[src/sv/i2cmts_pkg.sv]
// Package for the I2C master transfer sequencer.
// Holds the function and action codes and the transfer payload types.
// No dependencies.
`timescale 1ns / 1ps

package i2cmts_pkg;

  localparam int unsigned ByteW  = 8;
  localparam int unsigned CountW = 5;
  localparam int unsigned LoadW  = 4;

  typedef enum logic [1:0] {
    FUNC_LOAD     = 2'd0,
    FUNC_START_WR = 2'd1,
    FUNC_START_RD = 2'd2,
    FUNC_DONE     = 2'd3
  } func_e;

  typedef enum logic [2:0] {
    ACT_START = 3'd0,
    ACT_TX    = 3'd1,
    ACT_STOP  = 3'd2,
    ACT_RCEN  = 3'd3,
    ACT_ACK   = 3'd4,
    ACT_OK    = 3'd5,
    ACT_FAIL  = 3'd6
  } action_e;

  typedef struct packed {
    func_e             func;
    logic [LoadW-1:0]  load_index;
    logic [ByteW-1:0]  load_value;
    logic [CountW-1:0] byte_count;
    logic              nack_seen;
    logic [ByteW-1:0]  received_byte;
  } req_t;

  typedef struct packed {
    action_e          action;
    logic [ByteW-1:0] tx_value;
    logic             ack_level;
    logic [LoadW-1:0] rx_position;
    logic [ByteW-1:0] rx_value;
  } rsp_t;

endpackage

[src/sv/i2cmts_store.sv]
// Byte buffer of the I2C master transfer sequencer.
// One write port and one registered read port with write-to-read forwarding.
// Depends on i2cmts_pkg for the byte width.
`timescale 1ns / 1ps

module i2cmts_store import i2cmts_pkg::*; #(
  parameter int unsigned DEPTH = 16
) (
  input  logic                     clk_i,
  input  logic                     we_i,
  input  logic [$clog2(DEPTH)-1:0] waddr_i,
  input  logic [ByteW-1:0]         wdata_i,
  input  logic [$clog2(DEPTH)-1:0] raddr_i,
  output logic [ByteW-1:0]         rdata_o
);

  logic [ByteW-1:0] mem [DEPTH];
  logic [ByteW-1:0] rdata_q;

  always_ff @(posedge clk_i) begin
    if (we_i) begin
      mem[waddr_i] <= wdata_i;
    end
    if (we_i && (waddr_i == raddr_i)) begin
      rdata_q <= wdata_i;
    end else begin
      rdata_q <= mem[raddr_i];
    end
  end

  assign rdata_o = rdata_q;

endmodule
[config.mk]
export PLATFORM = sky130hd
export DESIGN_NAME = i2cmts_store
export DESIGN_NICKNAME = d
export VERILOG_FILES = /design/src/sv/i2cmts_pkg.sv /design/src/sv/i2cmts_store.sv
export SDC_FILE = /design/constraint.sdc
export NUM_CORES = 1
export LEC_CHECK = 0
export ABC_AREA = 1
export BUFFER_PORTS_ARGS = -buffer_cell sky130_fd_sc_hd__clkbuf_2
export CORE_MARGIN = 2
export CORE_UTILIZATION = 25
export DETAILED_ROUTE_END_ITERATION = 10
export GPL_TIMING_DRIVEN = 0
export HOLD_SLACK_MARGIN = 0.15
export PLACE_DENSITY = 0.44
export SETUP_SLACK_MARGIN = 0.15
export SLEW_MARGIN = 20
export SYNTH_ARGS = -nofsm -noshare
export SYNTH_HDL_FRONTEND = slang
export SYNTH_SLANG_ARGS = --single-unit
[constraint.sdc]
create_clock -name clk_i -period 3.7 [get_ports clk_i]
set_clock_uncertainty 0.15 [all_clocks]
set_input_delay 0.185 -clock clk_i [delete_from_list [all_inputs] [get_ports clk_i]]
set_output_delay 0.185 -clock clk_i [all_outputs]
set_load 0.01 [all_outputs]
==> implementation parameters, run 1 <==
Parameter                              Value

Outcome
  Result of the run    finished, final reports clean

Final layout
  Flip-flop count of the largest register after layout    128
  Number of nets at the end of the flow    614
  Reg area    0.00392 sq mm
  Most common library cell in the layout ignoring fill and taps    nand2_1
  Area of combinational cells with multiple inputs    0.00121 sq mm
  Post-layout util    30.5%
  Count of placed standard cells in the final layout, fillers left out    894
  Number of diodes    0
  Synthesis-to-layout area growth    20.9%
  Filler cells    2,255
  Post-route standard cell area excluding fillers    0.00687 sq mm
  Biggest regs    mem: 128 flops
  Most frequent cells in the layout    nand2_1, edfxtp_1, inv_1
  Share of cells above drive strength 1    13.3%
  Top reg by flops    mem

Placed design
  Worst setup timing slack at the placement stage    1820 ps
  Placer Congestion    0.794
  Placed Area    0.00617 sq mm
  Port Buffers    25
  Half-perimeter wire length after detailed placement    10,400 um
  Number of cells after detailed placement    857

Worst setup path
  Kind of start point of the critical path    flop
  Worst path top cell family by delay    simple AND/OR/NAND/NOR gates
  Worst Path Class, Setup    flop to output pin
  Arrival @ worst endpoint    2020 ps
  Cell Chain, Critical Path    inv_2 > buf_2 > nand2_1 > nand2_1 > nand2_1 > nand3_1 > nand3_1 > nand2_1 > clkbuf_2
  Highest net fanout along the worst path    10
  Combined buffer and inverter count along the critical path    3
  Cell type with the highest occurrence count on the critical path    nand2_1
  Highest cell delay on the worst timing path    330 ps
  Slowest-stage cell, CP    dfxtp_1
  Setup crit end kind    output pin
  Critical Path RT    3370 ps

Route
  Detailed-route wire length per cell    17.1 um
  DR vias    3,777
  Total Wirelength    15,300 um
  Ratio of routed vias to standard cells    4.22
  Iteration count of the initial detailed-routing pass    5
  Count of unresolved DRC violations after routing    0
  Number of antenna-violating nets in the routed design    0
  Iter 0 DRT Violations    323

Global route
  Overflow left after global routing    0
  Global routing usage on met3    3.33%
  Fraction of met2 tracks used by global routing    21.0%
  First-pass GRT wire length    23,400 um
  Vias in the first global route    3,816
  Maximum number of pins on one net before global-route repair    17
  Global-route usage over all layers    13.5%
  Initial antenna violation count    0
  GRT busiest layer    met2
  M1 GR Usage    18.5%

Job
  Total of max-cap violations    0

Hold path
  Hold-critical path endpoint    mem[10][2]
  Classification of the worst-slack hold path    input port to flop
  Cell count of the worst hold path    1
  Hold_sp    wdata_i[2]

Timing
  Actual transition at the worst max-transition pin    905 ps
  Slew Limit Headroom    39.4%
  Total count of hold-check failures in the final report    0
  Ratio of final minimum period to clock period    63.8%
  Minimum setup slack in the final design    1340 ps
  Final slew viol count    0
  Shortest period the worst path allows    2360 ps
  Final Setup Violations    0
  Total negative setup slack    0 ps
  RSZ-0062 raised after global routing    false
  Fmax    424 MHz

Yosys
  Number of synthesis warnings    0
  Post-Syn Nets    565
  Number of distinct library cells after synthesis    12
  Number of synthesized register bits    132
  Part of the Yosys area used for sequential elements    69.0%
  Dominant cell type by area after synthesis    edfxtp_1
  Synthesized area divided by synthesized cell count    10.4 sq um
  Portion of synthesized cell area occupied by the leading cell type    67.6%
  Leading post-synthesis cells by cell area    edfxtp_1, nand2_1, nand3_1
  Gate count after technology mapping    547
  Syn Std Cell Area    0.00569 sq mm

Floorplan
  Floorplan core area    0.0225 sq mm
  Num ports    26
  Die area    0.0240 sq mm
  Die height    155 um
  Starting utilization of the core area    25.3%
  Std cell rows    55
  Width of the die    155 um

Clock network
  Number of post-CTS setup repair buffers    0
  CTS HTree Levels    4
  CTS Buf Count    17
  Number of buffers on the longest clock path    2
  Clock-pin slew reported for the worst setup and hold paths after clock tree synthesis    60 ps
  Clock Root Buffer    clkbuf_16
  Clock tree from TritonCTS    done
  Sinks on Clock Net    132

Power and ir drop
  Sequential group share of total power    44.5%
  Power spent charging and discharging nets    829 uW
  Combinational group share of total power    6.3%
  Power density over the cells    549 mW/mm^2
  Internal cell power    2.95 mW
  Pleak    2.93 nW
  Worst vdd rail ir drop    0.314 mV
  Clock network power share    49.2%
  Switch share    22.0%
[area by class of cell]
class                   instances  share of cell area [%]
inverters                     102                    5.57
multi-input cells             289                    17.7
repair buffers                 30                    2.55
clock buffers                  18                    6.24
well taps                     285                    5.19
plain buffers                  24                    2.42
flip-flops and latches        132                    57.1
clock inverters                14                    3.29
[synth_stat cells]
cell type / instances
buf_2: 13
dfxtp_1: 4
buf_4: 4
buf_6: 6
nand2_1: 173
nand3_1: 97
inv_2: 2
buf_1: 1
nand3b_1: 2
nor2_1: 17
inv_1: 100
edfxtp_1: 128
[layer usage]
layer,vias to the layer above,wire length [um]
li1,1859,-
met1,1811,7350
met2,89,6910
met3,18,790
met4,0,246
met5,-,0
[worst max path at each step]
stage	startpoint	to	slack (ps)	cells after the start
final	flop	rdata_o[5]	1340	9
after global routing	flop	rdata_o[5]	1170	9
after CTS	flop	rdata_o[5]	1340	9
after detailed placement	flop	rdata_o[5]	1820	9
after global placement	flop	rdata_o[5]	1830	9
after floorplan	flop	rdata_o[5]	2390	7
[through the flow]
step                      hold WS, ps  power, mW
after global placement            141       1.95
final                             140       3.78
after CTS                         151       3.81
after global routing              179       3.89
after floorplan                  62.7       1.84
after detailed placement          141       1.95
[repair_timing]
action | 4_1_cts | 5_1_grt
hold buffers | 5 | 0
gates resized for setup | 0 | 0
endpoints found under the hold margin | 20 | 0
[logic make-up (layout without fill, tap and decap cells)]
family        after synthesis  count (layout)  synth area share, %
simple gates              289             289                 21.3
flops                     132             132                 69.0
buf+inv                   126             188                 9.66
[power by group through the flow]
stage,sequential [mW],combinational (mW),clock [mW]
3_3_place_gp,1.71,0.236,0
4_1_cts,1.68,0.243,1.88
6_report,1.68,0.240,1.86
3_5_place_dp,1.71,0.238,0
2_1_floorplan,1.71,0.128,0
5_1_grt,1.68,0.268,1.94
(Power assumes the default switching activity.)
==> inputs of run 2 (changes only) <==
PLACE_DENSITY = 0.46   (was 0.44)
clock period = 2 ns   (was 3.7 ns; I/O delays follow)
==> run 2 against run 1 <==
  * Sequential cell count unchanged
  * Clock power up 81%
  * Critical path depth unchanged
  * Sequential power up 85%
  * Total power up 86%
  * Final cell count up 1.2%
  * Worst setup slack worse by 1300 ps
  * Cell area up 7.5%
  * Via count up 1.8%
  * Count of clock-buffer cells in the layout unchanged
  * Critical path type unchanged
  * Largest cell class unchanged
  * Largest power group unchanged
==> implementation parameters, run 2 (same netlist as run 1, synthesis figures left out) <==
Parameter                              Value

Clock network
  Clock-pin slew reported for the worst setup and hold paths after clock tree synthesis    60 ps (about the same)
  Sinks on Clock Net    132 (unchanged)
  Clock tree from TritonCTS    done (unchanged)
  Clock Root Buffer    clkbuf_16 (unchanged)
  CTS Buf Count    17 (unchanged)
  CTS HTree Levels    4 (unchanged)
  Number of buffers on the longest clock path    2 (unchanged)

Timing
  Actual transition at the worst max-transition pin    1030 ps (was 905 ps)
  RSZ-0062 raised after global routing    true (was false)
  Ratio of final minimum period to clock period    98.7%
  Final slew viol count    0 (unchanged)
  Tightest hold margin    152 ps (was 140 ps)
  Final Setup Violations    0 (unchanged)
  Shortest period the worst path allows    1970 ps
  Fmax    507 MHz
  Slew Limit Headroom    30.8% (was 39.4%)
  Total count of hold-check failures in the final report    0 (unchanged)

Power and ir drop
  Power spent charging and discharging nets    1.53 mW (was 829 uW)
  Switch share    21.8% (was 22.0%)
  Combinational group share of total power    7.9% (was 6.3%)
  Clock network power share    47.9% (was 49.2%)
  Worst vdd rail ir drop    0.635 mV (was 0.314 mV)
  Power density over the cells    952 mW/mm^2 (was 549 mW/mm^2)
  Pleak    3.10 nW (was 2.93 nW)
  Internal cell power    5.50 mW (was 2.95 mW)
  Sequential group share of total power    44.2% (was 44.5%)

Worst setup path
  Worst Path Class, Setup    flop to output pin (unchanged)
  Slowest-stage cell, CP    dfxtp_4 (was dfxtp_1)
  Setup crit end kind    output pin (unchanged)
  Highest cell delay on the worst timing path    390 ps (was 330 ps)
  Highest net fanout along the worst path    6 (was 10)
  Arrival @ worst endpoint    1720 ps (was 2020 ps)
  Cell type with the highest occurrence count on the critical path    nand2_2 (was nand2_1)
  Kind of start point of the critical path    flop (unchanged)
  Cell Chain, Critical Path    buf_12 > buf_8 > nand2_2 > nand2_2 > nand2_1 > nand3_1 > nand3_2 > nand2_2 > clkbuf_2 (was inv_2 > buf_2 > nand2_1 > nand2_1 > nand2_1 > nand3_1 > nand3_1 > nand2_1 > clkbuf_2)
  Critical Path RT    1750 ps (was 3370 ps)

Final layout
  Synthesis-to-layout area growth    30.0% (was 20.9%)
  Top reg by flops    mem (unchanged)
  Count of placed standard cells in the final layout, fillers left out    905 (was 894)
  Area of combinational cells with multiple inputs    0.00144 sq mm (was 0.00121 sq mm)
  Share of cells above drive strength 1    22.9% (was 13.3%)
  Flip-flop count of the largest register after layout    128 (unchanged)
  Most frequent cells in the layout    nand2_1, edfxtp_1, inv_1 (unchanged)
  Most common library cell in the layout ignoring fill and taps    nand2_1 (unchanged)
  Filler cells    2,212 (was 2,255)
  Number of diodes    0 (unchanged)
  Reg area    0.00393 sq mm (was 0.00392 sq mm)
  Biggest regs    mem: 128 flops (unchanged)
  Number of nets at the end of the flow    625 (was 614)

Global route
  First-pass GRT wire length    23,200 um (was 23,400 um)
  Vias in the first global route    3,833 (was 3,816)
  Initial antenna violation count    0 (unchanged)
  Maximum number of pins on one net before global-route repair    17 (unchanged)
  Global-route usage over all layers    13.5% (about the same)
  Overflow left after global routing    0 (unchanged)

Floorplan
  Die area    0.0240 sq mm (unchanged)
  Std cell rows    55 (unchanged)
  Die height    155 um (unchanged)
  Num ports    26 (unchanged)
  Width of the die    155 um (unchanged)
  Floorplan core area    0.0225 sq mm (unchanged)
  Starting utilization of the core area    25.3% (unchanged)

Outcome
  Result of the run    finished, final reports clean (unchanged)

Placed design
  Number of cells after detailed placement    857 (unchanged)
  Port Buffers    25 (unchanged)
  Half-perimeter wire length after detailed placement    10,100 um (was 10,400 um)
  Placer Congestion    0.844 (was 0.794)

Route
  Total Wirelength    15,300 um (about the same)
  Number of antenna-violating nets in the routed design    0 (unchanged)
  Ratio of routed vias to standard cells    4.25 (was 4.22)
  Iter 0 DRT Violations    258 (was 323)
  Iteration count of the initial detailed-routing pass    5 (unchanged)
  Count of unresolved DRC violations after routing    0 (unchanged)
  DR vias    3,845 (was 3,777)
  Detailed-route wire length per cell    16.9 um (was 17.1 um)

Hold path
  Cell count of the worst hold path    3 (was 1)
  Classification of the worst-slack hold path    input port to flop (unchanged)

Job
  Total of max-cap violations    0 (unchanged)
[run 2: final timing paths]
kind / end / startpoint
setup / recovery: rdata_o[7] / flop
hold / removal: mem[1][1] / we_i
[run 2: critical path, delay by kind of cell (launching register included)]
kind,cells,cell delay [ps]
buffers and inverters,3,450
flip-flops,1,390
AND/OR/NAND/NOR,6,450
[run 2: what timing repair did]
| action | in CTS | in global routing |
|---|---|---|
| pin swaps | 23 | 4 |
| hold endpoints to repair | 132 | 0 |
| endpoints found under the setup margin | 8 | 8 |
| resized for setup | 87 | 27 |
| buffers inserted | 2 | 0 |
| hold buffers | 12 | 0 |
| gates cloned | 2 | 0 |
[run 2: metrics by stage]
stage / power (mW) / setup WS (ps) / setup TNS (ps) / cell area [sq um] / utilization [%]
2_1_floorplan: 3.40 / 778 / 0 / 5690 / -
3_3_place_gp: 3.60 / 217 / 0 / 6170 / 27.4
3_5_place_dp: 3.60 / 120 / 0 / 6170 / 27.4
4_1_cts: 7.05 / 30.0 / 0 / 7290 / 32.4
5_1_grt: 7.24 / -37.2 / -157 / 7390 / 32.8
6_report: 7.03 / 26.7 / 0 / 7390 / 32.8
[run 2: cell type report]
cell class / instances / share of cell area, %
well taps: 285 / 4.82
multi-input cells: 289 / 19.5
repair buffers: 41 / 4.30
inverters: 102 / 5.38
plain buffers: 24 / 4.22
clock buffers: 18 / 5.81
flip-flops and latches: 132 / 53.1
clock inverters: 14 / 2.83
[run 2: power groups by stage]
stage	logic (mW)	clock network, mW	registers (mW)
detailed placement	0.434	0	3.17
global placement	0.433	0	3.16
floorplan	0.237	0	3.16
global route	0.604	3.53	3.11
CTS	0.534	3.40	3.11
finish	0.556	3.37	3.11
[run 2: routing by layer]
layer  track usage [%]  part of all wire (%)  vias to the layer above
met5                 0                     0                        -
met4              5.11                   1.8                        0
met3              3.39                   4.4                       19
met2              20.9                    46                       93
met1              18.2                    47                     1847
li1                  -                     -                     1886
